==> config.mk <==
export PLATFORM = sky130hd
export DESIGN_NAME = multi_node_response_combiner
export DESIGN_NICKNAME = d
export VERILOG_FILES = /design/src/rtl/mnrc_pkg.sv /design/src/rtl/mnrc_in_reg.sv /design/src/rtl/mnrc_engine.sv /design/src/rtl/mnrc_out_reg.sv /design/src/rtl/multi_node_response_combiner.sv
export SDC_FILE = /design/constraint.sdc
export NUM_CORES = 1
export LEC_CHECK = 0
export ABC_AREA = 1
export BUFFER_PORTS_ARGS = -buffer_cell sky130_fd_sc_hd__clkbuf_2
export CAP_MARGIN = 5
export CORE_AREA = 2 2 161 163
export CTS_CLUSTER_SIZE = 8
export DETAILED_ROUTE_END_ITERATION = 16
export DIE_AREA = 0 0 163 165
export PLACE_DENSITY = 0.81
export SYNTH_ARGS = -nofsm -noshare
export SYNTH_HDL_FRONTEND = slang
export SYNTH_SLANG_ARGS = --single-unit
==> constraint.sdc <==
create_clock -name clock -period 4.2 [get_ports clock]
set_input_delay 0.21 -clock clock [delete_from_list [all_inputs] [get_ports clock]]
set_output_delay 0.21 -clock clock [all_outputs]
set_load 0.1 [all_outputs]
==> src/rtl/mnrc_pkg.sv <==
// ----------------------------------------------------------------------------
// mnrc_pkg
// Shared types, codes and helpers of the multi-node response combiner.
// ----------------------------------------------------------------------------
package mnrc_pkg;

   // command codes carried in tuser
   localparam logic [1:0] CMD_BODY     = 2'd0;
   localparam logic [1:0] CMD_END      = 2'd1;
   localparam logic [1:0] CMD_VALIDATE = 2'd2;

   // result status codes
   localparam logic [2:0] STATUS_OK         = 3'd0;
   localparam logic [2:0] STATUS_IGNORED    = 3'd1;
   localparam logic [2:0] STATUS_BAD_KIND   = 3'd2;
   localparam logic [2:0] STATUS_MISMATCH   = 3'd3;
   localparam logic [2:0] STATUS_UNEXPECTED = 3'd4;

   // forward decisions
   localparam logic [1:0] FWD_DROP       = 2'd0;
   localparam logic [1:0] FWD_AS_IS      = 2'd1;
   localparam logic [1:0] FWD_COMPLETION = 2'd2;

   // request kinds
   localparam logic [2:0] KIND_NONE     = 3'd0;
   localparam logic [2:0] KIND_COMMAND  = 3'd1;
   localparam logic [2:0] KIND_QUERY    = 3'd2;
   localparam logic [2:0] KIND_COPY_IN  = 3'd3;
   localparam logic [2:0] KIND_COPY_OUT = 3'd4;

   // row count combining modes
   localparam logic [1:0] MODE_NONE  = 2'd0;
   localparam logic [1:0] MODE_EQUAL = 2'd1;
   localparam logic [1:0] MODE_SUM   = 2'd2;

   // register indexes
   localparam logic [1:0] CSR_NODE_TOTAL     = 2'd0;
   localparam logic [1:0] CSR_COUNT_MODE     = 2'd1;
   localparam logic [1:0] CSR_FORWARD_ENABLE = 2'd2;

   // message type codes
   localparam logic [7:0] MSG_COPY_DONE  = 8'h63; // c
   localparam logic [7:0] MSG_COMPLETE   = 8'h43; // C
   localparam logic [7:0] MSG_ROW_DESC   = 8'h54; // T
   localparam logic [7:0] MSG_PARAM      = 8'h53; // S
   localparam logic [7:0] MSG_COPY_IN    = 8'h47; // G
   localparam logic [7:0] MSG_COPY_OUT   = 8'h48; // H
   localparam logic [7:0] MSG_COPY_DATA  = 8'h64; // d
   localparam logic [7:0] MSG_DATA_ROW   = 8'h44; // D
   localparam logic [7:0] MSG_ERROR      = 8'h45; // E
   localparam logic [7:0] MSG_NOTIFY     = 8'h41; // A
   localparam logic [7:0] MSG_NOTICE     = 8'h4E; // N
   localparam logic [7:0] MSG_EMPTY      = 8'h49; // I

   localparam logic [7:0] CHAR_ZERO = 8'h30;
   localparam logic [7:0] CHAR_NINE = 8'h39;

   localparam logic [6:0] CNT_MAX = 7'd127;
   localparam logic [7:0] LEN_MAX = 8'd255;

   typedef struct packed {
      logic [7:0] body_byte;
      logic [7:0] type_code;
      logic [1:0] cmd;
   } req_type;

   typedef struct packed {
      logic [2:0]  request_kind;
      logic        request_valid;
      logic [7:0]  tag_digits;
      logic [31:0] combined_count;
      logic [1:0]  forward;
      logic [2:0]  status;
   } rsp_type;

   typedef struct packed {
      logic [6:0] node_total;
      logic [1:0] count_mode;
      logic       forward_enable;
   } cfg_type;

   function automatic logic [6:0] sat_inc(input logic [6:0] c);
      return (c == CNT_MAX) ? c : c + 7'd1;
   endfunction

endpackage

==> src/rtl/mnrc_in_reg.sv <==
// ----------------------------------------------------------------------------
// mnrc_in_reg
// Input register: captures one request transfer and holds it until the
// engine and result register take it.
// ----------------------------------------------------------------------------
module mnrc_in_reg (
   input  logic              clock,
   input  logic              reset,
   input  logic              in_valid,
   output logic              in_ready,
   input  mnrc_pkg::req_type in_item,
   output logic              out_valid,
   input  logic              out_ready,
   output mnrc_pkg::req_type out_item
);
   import mnrc_pkg::*;

   logic    valid_ff, valid_in;
   req_type item_ff;

   assign in_ready  = !valid_ff || out_ready;
   assign valid_in  = in_ready ? in_valid : valid_ff;
   assign out_valid = valid_ff;
   assign out_item  = item_ff;

   always_ff @(posedge clock) begin
      if (reset) begin
         valid_ff <= 1'b0;
      end else begin
         valid_ff <= valid_in;
      end
   end

   always_ff @(posedge clock) begin
      if (in_valid && in_ready) begin
         item_ff <= in_item;
      end
   end

endmodule

==> src/rtl/mnrc_engine.sv <==
// ----------------------------------------------------------------------------
// mnrc_engine
// Request state and per-item decision logic: digit run tracking, kind lock,
// per-kind counters, row count combining and the forward decision.
// ----------------------------------------------------------------------------
module mnrc_engine (
   input  logic              clock,
   input  logic              reset,
   input  logic              go,
   input  mnrc_pkg::req_type item,
   input  mnrc_pkg::cfg_type cfg,
   input  logic              mode_wr,
   output mnrc_pkg::rsp_type result
);
   import mnrc_pkg::*;

   logic        err_ff, err_step, err_in;
   logic [2:0]  kind_ff, kind_step, kind_in;
   logic [6:0]  cc_ff, cc_step, cc_in;
   logic [6:0]  desc_ff, desc_step, desc_in;
   logic [6:0]  cin_ff, cin_step, cin_in;
   logic [6:0]  cout_ff, cout_step, cout_in;
   logic [31:0] row_ff, row_step, row_in;
   logic [31:0] dv_ff, dv_step, dv_in;
   logic [7:0]  dl_ff, dl_step, dl_in;
   logic        co_ff, co_step, co_in;

   logic        is_digit;
   logic [35:0] dv_times10;
   logic [32:0] row_sum;
   logic [1:0]  mode_base, mode_eff;
   logic [1:0]  fwd_en;
   logic        complete;
   logic        do_clear;
   logic [2:0]  status;
   logic [1:0]  forward;
   logic [7:0]  tag;

   assign is_digit   = (item.body_byte >= CHAR_ZERO) && (item.body_byte <= CHAR_NINE);
   assign dv_times10 = {1'b0, dv_ff, 3'b000} + {3'b000, dv_ff, 1'b0}
                     + {28'd0, item.body_byte - CHAR_ZERO};
   assign row_sum    = {1'b0, row_ff} + {1'b0, dv_ff};
   assign mode_base  = (co_ff || cfg.count_mode > MODE_SUM) ? MODE_NONE : cfg.count_mode;
   assign fwd_en     = cfg.forward_enable ? FWD_AS_IS : FWD_DROP;

   always_comb begin
      complete = !err_ff && (kind_ff != KIND_NONE);
      if ((kind_ff == KIND_COMMAND || kind_ff == KIND_QUERY) && cc_ff != cfg.node_total)
         complete = 1'b0;
      if (kind_ff == KIND_QUERY && desc_ff != cfg.node_total)
         complete = 1'b0;
      if (kind_ff == KIND_COPY_IN && cin_ff != cfg.node_total)
         complete = 1'b0;
      if (kind_ff == KIND_COPY_OUT && cout_ff != cfg.node_total)
         complete = 1'b0;
   end

   always_comb begin
      err_step  = err_ff;
      kind_step = kind_ff;
      cc_step   = cc_ff;
      desc_step = desc_ff;
      cin_step  = cin_ff;
      cout_step = cout_ff;
      row_step  = row_ff;
      dv_step   = dv_ff;
      dl_step   = dl_ff;
      co_step   = co_ff;
      mode_eff  = mode_base;
      status    = STATUS_OK;
      forward   = FWD_DROP;
      tag       = dl_ff;
      do_clear  = 1'b0;
      if (go) begin
         unique case (item.cmd)
            CMD_BODY: begin
               if (is_digit) begin
                  dv_step = (dv_times10[35:32] != 4'd0) ? 32'hFFFF_FFFF : dv_times10[31:0];
                  dl_step = (dl_ff == LEN_MAX) ? dl_ff : dl_ff + 8'd1;
               end else begin
                  dv_step = '0;
                  dl_step = '0;
               end
               tag = dl_step;
            end
            CMD_END: begin
               dv_step = '0;
               dl_step = '0;
               if (err_ff) begin
                  status = STATUS_IGNORED;
               end else begin
                  unique case (item.type_code) inside
                     MSG_COPY_DONE, MSG_COPY_OUT, MSG_COPY_DATA: begin
                        if (kind_ff != KIND_NONE && kind_ff != KIND_COPY_OUT) begin
                           status = STATUS_BAD_KIND;
                        end else begin
                           kind_step = KIND_COPY_OUT;
                           if (item.type_code == MSG_COPY_DATA)
                              forward = fwd_en;
                           else
                              cout_step = sat_inc(cout_ff);
                        end
                     end
                     MSG_ROW_DESC, MSG_PARAM: begin
                        if (kind_ff != KIND_NONE && kind_ff != KIND_QUERY) begin
                           status = STATUS_BAD_KIND;
                        end else begin
                           kind_step = KIND_QUERY;
                           desc_step = sat_inc(desc_ff);
                           if (item.type_code == MSG_ROW_DESC ? desc_ff == 7'd0
                                                              : desc_step == cfg.node_total)
                              forward = fwd_en;
                        end
                     end
                     MSG_COPY_IN: begin
                        if (kind_ff != KIND_NONE && kind_ff != KIND_COPY_IN) begin
                           status = STATUS_BAD_KIND;
                        end else begin
                           kind_step = KIND_COPY_IN;
                           cin_step  = sat_inc(cin_ff);
                           if (cin_ff == 7'd0)
                              forward = fwd_en;
                        end
                     end
                     MSG_COMPLETE: begin
                        if (mode_base == MODE_EQUAL && dl_ff != 8'd0 && cc_ff != 7'd0
                            && dv_ff != row_ff) begin
                           status = STATUS_MISMATCH;
                        end else begin
                           if (kind_ff == KIND_NONE)
                              kind_step = KIND_COMMAND;
                           if (mode_base != MODE_NONE) begin
                              if (dl_ff == 8'd0) begin
                                 co_step  = 1'b1;
                                 mode_eff = MODE_NONE;
                              end else if (mode_base == MODE_EQUAL) begin
                                 if (cc_ff == 7'd0)
                                    row_step = dv_ff;
                              end else begin
                                 row_step = row_sum[32] ? 32'hFFFF_FFFF : row_sum[31:0];
                              end
                           end
                           cc_step = sat_inc(cc_ff);
                           if (cc_step == cfg.node_total && cfg.forward_enable)
                              forward = (mode_eff == MODE_NONE) ? FWD_AS_IS : FWD_COMPLETION;
                        end
                     end
                     MSG_ERROR: begin
                        err_step = 1'b1;
                        forward  = fwd_en;
                     end
                     MSG_DATA_ROW, MSG_NOTIFY, MSG_NOTICE: begin
                        forward = fwd_en;
                     end
                     default: begin
                        status = STATUS_UNEXPECTED;
                     end
                  endcase
               end
            end
            CMD_VALIDATE: begin
               do_clear = 1'b1;
            end
            default: begin
            end
         endcase
      end
   end

   assign err_in  = do_clear ? 1'b0 : err_step;
   assign kind_in = do_clear ? KIND_NONE : kind_step;
   assign cc_in   = do_clear ? 7'd0 : cc_step;
   assign desc_in = do_clear ? 7'd0 : desc_step;
   assign cin_in  = do_clear ? 7'd0 : cin_step;
   assign cout_in = do_clear ? 7'd0 : cout_step;
   assign row_in  = do_clear ? 32'd0 : row_step;
   assign dv_in   = do_clear ? 32'd0 : dv_step;
   assign dl_in   = do_clear ? 8'd0 : dl_step;
   assign co_in   = mode_wr ? 1'b0 : co_step;

   assign result.status         = status;
   assign result.forward        = forward;
   assign result.combined_count = row_step;
   assign result.tag_digits     = tag;
   assign result.request_valid  = do_clear && complete;
   assign result.request_kind   = kind_step;

   always_ff @(posedge clock) begin
      if (reset) begin
         err_ff  <= 1'b0;
         kind_ff <= KIND_NONE;
         cc_ff   <= '0;
         desc_ff <= '0;
         cin_ff  <= '0;
         cout_ff <= '0;
         row_ff  <= '0;
         dv_ff   <= '0;
         dl_ff   <= '0;
         co_ff   <= 1'b0;
      end else begin
         err_ff  <= err_in;
         kind_ff <= kind_in;
         cc_ff   <= cc_in;
         desc_ff <= desc_in;
         cin_ff  <= cin_in;
         cout_ff <= cout_in;
         row_ff  <= row_in;
         dv_ff   <= dv_in;
         dl_ff   <= dl_in;
         co_ff   <= co_in;
      end
   end

endmodule

==> src/rtl/mnrc_out_reg.sv <==
// ----------------------------------------------------------------------------
// mnrc_out_reg
// Result register: holds one result until the downstream side takes it,
// and reloads in the same cycle when it does.
// ----------------------------------------------------------------------------
module mnrc_out_reg (
   input  logic              clock,
   input  logic              reset,
   input  logic              load,
   output logic              can_load,
   input  mnrc_pkg::rsp_type in_result,
   output logic              out_valid,
   input  logic              out_ready,
   output mnrc_pkg::rsp_type out_result
);
   import mnrc_pkg::*;

   logic    valid_ff, valid_in;
   rsp_type result_ff;

   assign can_load   = !valid_ff || out_ready;
   assign valid_in   = load || (valid_ff && !out_ready);
   assign out_valid  = valid_ff;
   assign out_result = result_ff;

   always_ff @(posedge clock) begin
      if (reset) begin
         valid_ff <= 1'b0;
      end else begin
         valid_ff <= valid_in;
      end
   end

   always_ff @(posedge clock) begin
      if (load) begin
         result_ff <= in_result;
      end
   end

endmodule

==> src/rtl/multi_node_response_combiner.sv <==
// ----------------------------------------------------------------------------
// multi_node_response_combiner
// Merges reply messages from several nodes: tracks the trailing digit run,
// locks the request kind, counts per kind, combines row counts and decides
// what to forward.
//
//   channel  dir  handshake          payload
//   req_     in   tvalid/tready      tuser cmd, tdata type_code/body_byte
//   rsp_     out  tvalid/tready      tdata result fields
//   csr_     in   we (no wait)       index, wdata
//
// One transfer per cycle in and out while rsp_ does not stall; a request reaches
// rsp_ through the input register, then the result register.
// All request state sits in the engine and updates as the item leaves the
// input register; reset clears it.
// A stalled rsp_ side holds both registers; req_tready drops only when both
// are full.
// ----------------------------------------------------------------------------
module multi_node_response_combiner (
   input  logic        clock,
   input  logic        reset,
   input  logic        req_tvalid,
   output logic        req_tready,
   input  logic [1:0]  req_tuser,   // cmd
   input  logic [15:0] req_tdata,   // type_code, body_byte
   output logic        rsp_tvalid,
   input  logic        rsp_tready,
   output logic [55:0] rsp_tdata,   // status, forward, combined_count, tag_digits,
                                    // request_valid, request_kind
   input  logic        csr_we,
   input  logic [1:0]  csr_index,
   input  logic [6:0]  csr_wdata
);
   import mnrc_pkg::*;

   cfg_type cfg_ff, cfg_in;
   logic    mode_wr;
   req_type req_item, eng_item;
   rsp_type eng_result, rsp_result;
   logic    eng_valid, out_can_load, go;

   assign req_item.cmd       = req_tuser;
   assign req_item.type_code = req_tdata[7:0];
   assign req_item.body_byte = req_tdata[15:8];

   always_comb begin
      cfg_in  = cfg_ff;
      mode_wr = 1'b0;
      if (csr_we) begin
         unique case (csr_index)
            CSR_NODE_TOTAL:     cfg_in.node_total = csr_wdata;
            CSR_COUNT_MODE: begin
               cfg_in.count_mode = csr_wdata[1:0];
               mode_wr           = 1'b1;
            end
            CSR_FORWARD_ENABLE: cfg_in.forward_enable = csr_wdata[0];
            default: begin
            end
         endcase
      end
   end

   always_ff @(posedge clock) begin
      if (reset) begin
         cfg_ff.node_total     <= 7'd1;
         cfg_ff.count_mode     <= MODE_NONE;
         cfg_ff.forward_enable <= 1'b1;
      end else begin
         cfg_ff <= cfg_in;
      end
   end

   assign go = eng_valid && out_can_load;

   mnrc_in_reg u_in_reg (
      .clock     (clock),
      .reset     (reset),
      .in_valid  (req_tvalid),
      .in_ready  (req_tready),
      .in_item   (req_item),
      .out_valid (eng_valid),
      .out_ready (out_can_load),
      .out_item  (eng_item)
   );

   mnrc_engine u_engine (
      .clock   (clock),
      .reset   (reset),
      .go      (go),
      .item    (eng_item),
      .cfg     (cfg_ff),
      .mode_wr (mode_wr),
      .result  (eng_result)
   );

   mnrc_out_reg u_out_reg (
      .clock      (clock),
      .reset      (reset),
      .load       (go),
      .can_load   (out_can_load),
      .in_result  (eng_result),
      .out_valid  (rsp_tvalid),
      .out_ready  (rsp_tready),
      .out_result (rsp_result)
   );

   assign rsp_tdata = {7'd0, rsp_result};

endmodule

# Word-level counts from Yosys, hierarchy flattened
# Index checks and enable logic that the tools add are counted.
[op_classes]
n_addsub = 9
magnitude_cmp = 3
n_eq_ne = 35
muxes = 64
bitwise = 9
reduce_logical = 56
[ops]
columns = ["operator", "n"]
rows = [
  ["$mux 32", 12],
  ["$eq 8x7->1 const B", 11],
  ["$pmux 32 s2", 1],
  ["$mux 2", 21],
  ["$add 35x33->36", 1],
  ["$add 36x8->36", 1],
  ["$add 32x32->33", 1],
  ["$ne 32x32->1", 1],
  ["$add 7x1->7 const B", 4],
  ["$eq 7x7->1 const B", 4],
  ["$ne 7x7->1", 4],
  ["$mux 3", 8],
  ["$mux 8", 3],
  ["$logic_not 7->1", 3],
  ["$logic_and 1x1->1", 17],
  ["$pmux 8 s2", 1],
  ["$pmux 3 s5", 1],
  ["$eq 7x7->1", 2],
  ["$mux 7", 2],
  ["$reduce_and 7->1", 2],
  ["$mux 1", 13],
  ["$pmux 3 s4", 1],
  ["$pmux 2 s5", 1],
  ["$reduce_and 2->1", 5],
  ["other kinds (29)", 56],
]
[word_totals]
regBits = 184
input_bits = 32
out_inout_bits = 58
wordCells = 201

# Longest topological paths before layout
# Gate-level depths: netlist (run 1).
[depth]
word_depth = 17
depth_mapped = 20
depth_no_buf = 19

# Cells and area by module
# A second synthesis (run 1) with hierarchy kept.
[hier_totals]
cells_unflattened = 2149
hier_area_um2 = 14488.9
[modules_own_cells]
columns = ["mod", "instances", "cells_each", "area_per_inst_um2", "seq_area_each_um2"]
rows = [
  ["mnrc_engine", 1, 1994, 11857.6, 2102.0],
  ["mnrc_out_reg", 1, 54, 1514.0, 1491.4],
  ["mnrc_in_reg", 1, 24, 588.1, 560.5],
  ["multi_node_response_combiner", 1, 77, 529.3, 200.2],
]

# Worst setup path after synthesis (run 1)
# No wires, ideal clock.
[synth_timing]
kind = "reg-to-reg"
start = "register u_out_reg.valid_ff (netlist: u_out_reg.out_valid)"
end = "register u_out_reg.result_ff, in the netlist u_out_reg.out_result[31] (data pin)"
setup_ns = 0.251
arrival_time_ns = 3.083
required_time_ns = 3.949
setup_slack_ns = 0.867
stages_incl_launch_ff = 13
path_buffers = 2
synth_period_minus_slack_ns = 3.333
cell_sequence = "dfxtp_1 -> nand2_1 -> nand2_2 -> inv_1 -> nand2_2 -> inv_2 -> nand4_2 -> buf_6 -> buf_12 -> nor2_2 -> nand2_1 -> nand2_1 -> inv_1"
[synth_rtl]
columns = ["element", "line", "text"]
rows = [
  ["start: declaration", "mnrc_out_reg.sv:18", "logic valid_ff, valid_in;"],
  ["start signal: assignment", "mnrc_out_reg.sv:30", "valid_ff <= valid_in;"],
  ["end signal: assignment", "mnrc_out_reg.sv:36", "result_ff <= in_result;"],
  ["end: declaration", "mnrc_out_reg.sv:19", "rsp_type result_ff;"],
]

# Final worst setup path (run 1)
[layout_timing]
start = "register u_in_reg.item_ff, in the netlist u_in_reg.out_item[14]"
end = "register u_engine.dv_ff[1]"
[layout_between]
elab_chain_len = 6
word_cells_on_any_way = 9
cone_classes = "add/sub: 2; order compare: 2; mux: 3; reduce/logical: 2"
[layout_rtl]
columns = ["element", "line", "text"]
rows = [
  ["start: declaration", "mnrc_in_reg.sv:19", "req_type item_ff;"],
  ["start signal: assignment", "mnrc_in_reg.sv:36", "item_ff <= in_item;"],
  ["$sub 8x6->8", "mnrc_engine.sv:41", "+ {28'd0, item.body_byte - CHAR_ZERO};"],
  ["$add 36x8->36", "mnrc_engine.sv:41", ""],
  ["$reduce_bool 4->1", "mnrc_engine.sv:78", "dv_step = (dv_times10[35:32] != 4'd0) ? 32'hFFFF_FFFF : dv_times10[31:0];"],
  ["$mux 32", "mnrc_engine.sv:78", ""],
  ["$mux 32 (*)", "mnrc_engine.sv:77", "if (is_digit) begin"],
  ["$pmux 32 s2 (*)", "mnrc_engine.sv:75", "unique case (item.cmd)"],
  ["end signal: assignment", "mnrc_engine.sv:208", "dv_ff <= dv_in;"],
  ["end: declaration", "mnrc_engine.sv:24", "logic [31:0] dv_ff, dv_step, dv_in;"],
]
# Mark *: on every way between the ends. The rest lies on a longest branch, timed or not.
# A chain may end at the register's enable or synchronous reset.

==> results of run 1 <==
path summary, 6_finish.rpt:
kind,to,slack (ps),cells after the start
setup / recovery,u_engine.dv_ff[1],570,18
hold / removal,cfg_ff[6],7,3
setup reg to reg,u_engine.dv_ff[1],570,18
hold reg to reg,u_out_reg.out_valid,500,2
sequential cells by signal (all words and copies together), names as in the netlist:
signal	cells
u_out_reg.out_valid	1
u_engine.cout_ff	7
u_in_reg.out_item	18
u_engine.cc_ff	7
u_engine.co_ff	1
u_engine.desc_ff	7
u_engine.dl_ff	8
u_in_reg.out_valid	1
u_engine.cin_ff	7
u_engine.kind_ff	3
u_engine.row_ff	32
u_out_reg.out_result	49
u_engine.dv_ff	32
cfg_ff	10
u_engine.err_ff	1
cell usage after synthesis, types with 13 or more instances:
| library cell | instances | area, µm² |
|---|---|---|
| inv_1 | 291 | 1092 |
| nand2_2 | 45 | 281.5 |
| xor2_1 | 34 | 297.8 |
| dfxtp_1 | 117 | 2342 |
| nand4_1 | 23 | 143.9 |
| nand3_1 | 117 | 585.6 |
| nor3_1 | 36 | 180.2 |
| inv_2 | 22 | 82.58 |
| xnor2_1 | 36 | 315.3 |
| nand3_2 | 36 | 360.4 |
| nand2_1 | 548 | 2057 |
| buf_4 | 13 | 97.59 |
| o21ai_0 | 97 | 485.5 |
| a21oi_2 | 32 | 280.3 |
| a21oi_1 | 135 | 675.7 |
| clkbuf_1 | 20 | 75.07 |
| nor2_2 | 18 | 112.6 |
| nor2_1 | 187 | 701.9 |
| ha_1 | 101 | 1264 |
| edfxtp_1 | 67 | 2012 |
per-stage QoR:
stage                     cells  power (mW)  utilization [%]
final                      2534       3.956            63.81
after global routing       2534       4.084            63.81
after CTS                  2534       3.979            63.81
after detailed placement   2483       2.324            60.61
after global placement     2483       2.316            60.61
after floorplan            2120       2.248                -
cells by family after synthesis:
logic type | after synthesis
flops | 184
xor+xnor | 70
other cells | 1
fa+ha+maj | 108
simple gates | 1061
buf+inv | 373
compound gates | 317
worst min-delay path: stages:
cell and delay, ps:
clkbuf_2 80, nor2_1 40, nor2_1 80
power breakdown:
part | switching (mW) | internal (mW) | leakage, nW
clock network | 0.805 | 0.851 | 0.302
logic | 0.309 | 0.0863 | 6.07
registers | 0.0255 | 1.88 | 1.59
final cells by class:
class                   instances  area, µm²
inverters                     314       1180
repair buffers                111      688.2
clock inverters                13      146.4
fillers                      2276       9060
well taps                     330      412.9
multi-input cells            1563       8731
flip-flops and latches        184       4354
clock buffers                  19      464.2
metal layers:
metal	vias up	GRT usage [%]	part of all wire, %
li1	6989	-	-
met2	455	53.95	50
met5	-	0	0
met3	99	3.918	5.0
met1	6497	35.29	42
met4	0	12.51	3.6
==> results.py, run 1 <==
metrics = {
    "run_status": {
        "status": "finished, final reports clean",
    },
    "yosys": {
        "async_flop_share_pct": 0,
        "synthDistinctLibCells": 57,
        "synth_top_family_by_area": "simple AND/OR/NAND/NOR gates",
        "syn_area_um2": 14660,
        "muxShareOfSynthArea_pct": 0,
        "synth_edf_count": 67,
        "synth_fa_ha_area_share_pct": 9.575,
        "ys_warn_count": 0,
        "synth_compound_area_share_pct": 12.40,
        "synth_top_flop_cell": "dfxtp_1",
        "synth-seq-cells": 184,
        "avgSynthCellArea_um2": 6.935,
        "synthSimpleGateAreaFrac_pct": 33.18,
        "synth_cells": 2114,
        "synth_xor_area_share_pct": 4.182,
        "ys_seq_area_share_pct": 29.70,
    },
    "timing": {
        "max_slew_margin_pct": 22.67,
        "holdWs_ps": 7.074,
        "maxSlewViolCount": 0,
        "finalHoldViolations": 0,
        "min_period_over_period_pct": 86.50,
        "tns_ps": 0,
        "tightest_slew_ps": 1157,
        "clock.fmax_mhz": 275.3,
        "finalClockSkew_ps": 15.45,
        "setup_viol": 0,
        "fin_crit_ps": 3633,
        "rsz0062_at_grt": "no",
        "fin_ws_ps": 567.0,
    },
    "grt": {
        "globalRoute.totalOverflow": 0,
        "track_usage_pct": 29.72,
        "grt_max_degree": 65,
        "grt_antenna_before_repair": 0,
        "grt_pass1_wl_um": 64560,
        "grt_pass1_vias": 13560,
    },
    "setup_path": {
        "cp_common_cell": "nand2_2",
        "worstSetupEndpointType": "flip-flop",
        "max_stage_delay_ps": 540,
        "path_class": "reg -> reg",
        "cp_num_buf_inv": 2,
        "required_ps": 4490,
        "critPathTopFamily": "simple AND/OR/NAND/NOR gates",
        "timing.rr.start": "u_in_reg.out_item[14]",
        "cp_cell_sequence": "ha_1, inv_1, fa_1, inv_1, ha_1, or2_4, nand3b_1, nand2_2, nand2_2, nand2_2, nand2_2, nand2_2, nand2_2, nand2_4, nor2_8, nand3_1, nand2_1, a21oi_1",
        "crit_path_max_fanout": 32,
        "setup.worst_path.start": "u_in_reg.out_item[14]",
        "critical_path.slowest_cell": "fa_1",
        "cp.arrival_ps": 3930,
        "startpoint_type": "flip-flop",
    },
    "floorplanning": {
        "die_h_um": 165,
        "top_level_ports": 90,
        "fp.coreArea_um2": 25040,
        "row_count": 58,
        "start_util_pct": 58.56,
        "die_w_um": 163,
        "dieArea_um2": 26900,
    },
    "placed_design": {
        "hpwl_um": 29780,
        "portBuffers": 82,
        "dp_slack_ps": 600.2,
        "dpl_cell_area_um2": 15180,
        "routabilityCongestion": 0.9576,
    },
    "layout": {
        "design_area_um2": 15980,
        "drive_gt1_share_pct": 13.61,
        "syn_to_final_growth_pct": 8.969,
        "most-common-layout-cells": "nand2_1 (548), inv_1 (290), nor2_1 (187), a21oi_1 (135)",
        "final_nets": 2331,
        "mostFrequentLayoutCell": "nand2_1",
        "antennaDiodeCount": 0,
    },
    "clocking": {
        "clkLatencyLatePin_ps": 440,
        "post_cts_buffers": 0,
        "clockBufferDepth": 2,
        "cts-root-buf": "clkbuf_16",
        "cts_htree_levels": 4,
        "cts_hold_buffers": 19,
        "cts_tree": "yes",
        "clkTransAtPathRegs_ps": 80,
        "cts.sinks": 184,
        "cts_resized": 0,
        "cts_made_buffers": 17,
    },
    "routing": {
        "antenna_left": 0,
        "wl_um": 39170,
        "first_pass_iters": 5,
        "drt_iter0_drc": 895,
        "via_per_inst": 5.541,
        "wire_per_inst_um": 15.46,
        "vias": 14040,
        "remaining_drc_errors": 0,
    },
    "min_path": {
        "hp-class": "in -> reg",
        "hold_start": "csr_wdata[3]",
    },
    "power_and_ir_drop": {
        "power_density_nw_per_um2": 247.6,
        "irDropWorstVdd_mv": 0.2274,
        "p_leak_nw": 7.965,
    },
    "run": {
        "max-cap-violations": 0,
    },
}
No activity file was read; power rests on OpenSTA's default activity.
==> run 2: changes to the inputs <==
--- a/config.mk
+++ b/config.mk
@@ -8,10 +8,10 @@
 export ABC_AREA = 1
 export BUFFER_PORTS_ARGS = -buffer_cell sky130_fd_sc_hd__clkbuf_2
 export CAP_MARGIN = 5
-export CORE_AREA = 2 2 161 163
+export CORE_AREA = 2 2 180 146
 export CTS_CLUSTER_SIZE = 8
 export DETAILED_ROUTE_END_ITERATION = 16
-export DIE_AREA = 0 0 163 165
+export DIE_AREA = 0 0 182 148
 export PLACE_DENSITY = 0.81
 export SYNTH_ARGS = -nofsm -noshare
 export SYNTH_HDL_FRONTEND = slang
==> run 2 against run 1 <==
Non-clock buffer count is 1 higher. Register-to-register slack better by 30 ps. First-iteration DRC count is 46% higher. Utilization is 0.30 points lower. Routed wire length is 2.5% higher. Sequential share of layout area hardly changed. Design area is 0.16% lower. Combinational power hardly changed. Final cell count is 0.20% lower. Die area is 0.15% higher. Via count hardly changed.
==> results.py, run 2 (synthesis results as in run 1) <==
metrics = {
    "grt": {
        "grt_pass1_vias": 12678,
        "track_usage_pct": 29.85,
        "globalRoute.totalOverflow": 0,
        "grt_antenna_before_repair": 0,
        "grt_pass1_wl_um": 64350,
        "grt_max_degree": 65,
    },
    "floorplanning": {
        "fp.coreArea_um2": 25110,
        "die_w_um": 182,
        "row_count": 52,
        "dieArea_um2": 26940,
        "top_level_ports": 90,
        "start_util_pct": 58.38,
        "die_h_um": 148,
    },
    "routing": {
        "highest_layer": "met4",
        "drt_iter0_drc": 1305,
        "wire_per_inst_um": 15.87,
        "antenna_left": 0,
        "wl_met3_um": 3789,
        "first_pass_iters": 8,
        "wl_um": 40130,
        "routedLengthMet1_um": 18940,
        "remaining_drc_errors": 0,
        "via_per_inst": 5.554,
        "wl_met2_um": 16900,
        "vias": 14047,
    },
    "setup_path": {
        "r2r_cells": 19,
        "path_class": "reg -> reg",
        "cp_cell_sequence": "ha_1, xor2_1, fa_1, inv_1, ha_1, nand2_1, nand2_1, a21oi_2, nand2_2, nand2_1, nand2_2, nand2_2, nand2_1, nand2_2, nand2_4, nor2_8, nand3_1, nand2_1, a21oi_1",
        "worstSetupEndpointType": "flip-flop",
        "timing.rr.start": "u_in_reg.out_item[14]",
        "reg2reg_to": "u_engine.dv_ff[1]",
        "cp.arrival_ps": 3910,
        "rrSetupSlack_ps": 600,
        "startpoint_type": "flip-flop",
        "crit_path_max_fanout": 32,
        "max_stage_delay_ps": 530,
        "cp_common_cell": "nand2_1",
        "cp_num_buf_inv": 1,
        "required_ps": 4510,
        "critPathTopFamily": "simple AND/OR/NAND/NOR gates",
        "critical_path.slowest_cell": "fa_1",
    },
    "layout": {
        "largest_register_ffs": 49,
        "fill_cells": 2292,
        "antennaDiodeCount": 0,
        "final_nets": 2332,
        "fin_cells": 2529,
        "mostFrequentLayoutCell": "nand2_1",
        "final_core_util_pct": 63.51,
        "syn_to_final_growth_pct": 8.790,
        "most-common-layout-cells": "nand2_1 (548), inv_1 (290), nor2_1 (187), a21oi_1 (135)",
        "seq_area_um2": 4354,
        "multiInputGateArea_um2": 8731,
        "drive_gt1_share_pct": 13.51,
    },
    "clocking": {
        "cts-root-buf": "clkbuf_16",
        "cts_htree_levels": 4,
        "cts_tree": "yes",
        "clkLatencyLatePin_ps": 450,
        "cts_made_buffers": 17,
        "clkTransAtPathRegs_ps": 70,
        "cts.sinks": 184,
        "clockBufferDepth": 2,
    },
    "min_path": {
        "min_to": "u_in_reg.out_valid",
        "hold_depth": 3,
        "hold_start": "req_tvalid",
        "hp-class": "in -> reg",
    },
    "run": {
        "max-cap-violations": 0,
    },
    "placed_design": {
        "hpwl_um": 30890,
        "placed_cells": 2476,
        "routabilityCongestion": 0.9679,
        "portBuffers": 82,
    },
    "timing": {
        "max_slew_margin_pct": 18.33,
        "maxSlewViolCount": 0,
        "clock.fmax_mhz": 277.8,
        "finalHoldViolations": 0,
        "tightest_slew_ps": 1222,
        "min_period_over_period_pct": 85.70,
        "setup_viol": 0,
        "fin_crit_ps": 3599,
        "tns_ps": 0,
        "rsz0062_at_grt": "no",
        "finalClockSkew_ps": 14.16,
    },
    "power_and_ir_drop": {
        "irDropWorstVdd_mv": 0.2902,
        "power_density_nw_per_um2": 245.2,
        "p_leak_nw": 7.946,
    },
    "run_status": {
        "status": "finished, final reports clean",
    },
}
-- run 2: worst register-to-register path, delay by kind of cell (launching register included) --
| kind | cells | cell delay, ps |
|---|---|---|
| xor+xnor | 1 | 170 |
| buf+inv | 1 | 40 |
| fa+ha+maj | 3 | 1120 |
| flops | 1 | 430 |
| simple gates | 12 | 1500 |
| compound gates | 2 | 190 |
-- run 2: per-layer routing --
layer | global-route usage (%) | vias up
li1 | - | 6994
met1 | 43.98 | 6442
met2 | 44.60 | 567
met3 | 6.603 | 44
met4 | 6.774 | 0
met5 | 0 | -
-- run 2: worst max path at each step --
stage                          start                       end  slack, ps  cells after the start
3_5_place_dp   u_in_reg.out_item[14]         u_engine.dv_ff[1]        600                     18
5_1_grt        u_in_reg.out_item[14]         u_engine.dv_ff[1]        360                     18
2_1_floorplan    u_out_reg.out_valid  u_out_reg.out_result[31]        870                     12
4_1_cts        u_in_reg.out_item[14]         u_engine.dv_ff[1]        590                     19
6_report       u_in_reg.out_item[14]         u_engine.dv_ff[1]        600                     19
3_3_place_gp   u_in_reg.out_item[14]         u_engine.dv_ff[0]        730                     18
-- run 2: layout make-up --
cell class                      count  area share, %
Multi-Input combinational cell   1563          54.74
Sequential cell                   184          27.30
Inverter                          314          7.397
Timing Repair Buffer              112          4.393
Clock buffer                       18          2.753
Tap cell                          324          2.542
Clock inverter                     14         0.8786
-- run 2: power breakdown --
group	internal, mW	leakage (nW)	switching, mW	total (mW)
combinational	0.0872	6.08	0.311	0.399
sequential	1.88	1.59	0.0263	1.91
clock	0.848	0.278	0.758	1.61
total	2.82	7.95	1.10	3.91
-- run 2: metrics by stage --
step	total power [mW]	hold WS, ps	cell area, µm²	setup WS (ps)
2_1_floorplan	2.248	279.1	14680	866.7
3_3_place_gp	2.317	388.2	15160	734.9
3_5_place_dp	2.324	388.6	15160	597.7
4_1_cts	3.923	9.737	15950	592.8
5_1_grt	4.011	57.90	15950	356.2
6_report	3.911	18.08	15950	600.5
-- run 2: repair_timing --
| action | in CTS | in global routing |
|---|---|---|
| resized for setup | 0 | 0 |
| hold buffers | 21 | 0 |
| hold endpoints to repair | 21 | 0 |
| setup buffers | 0 | 0 |
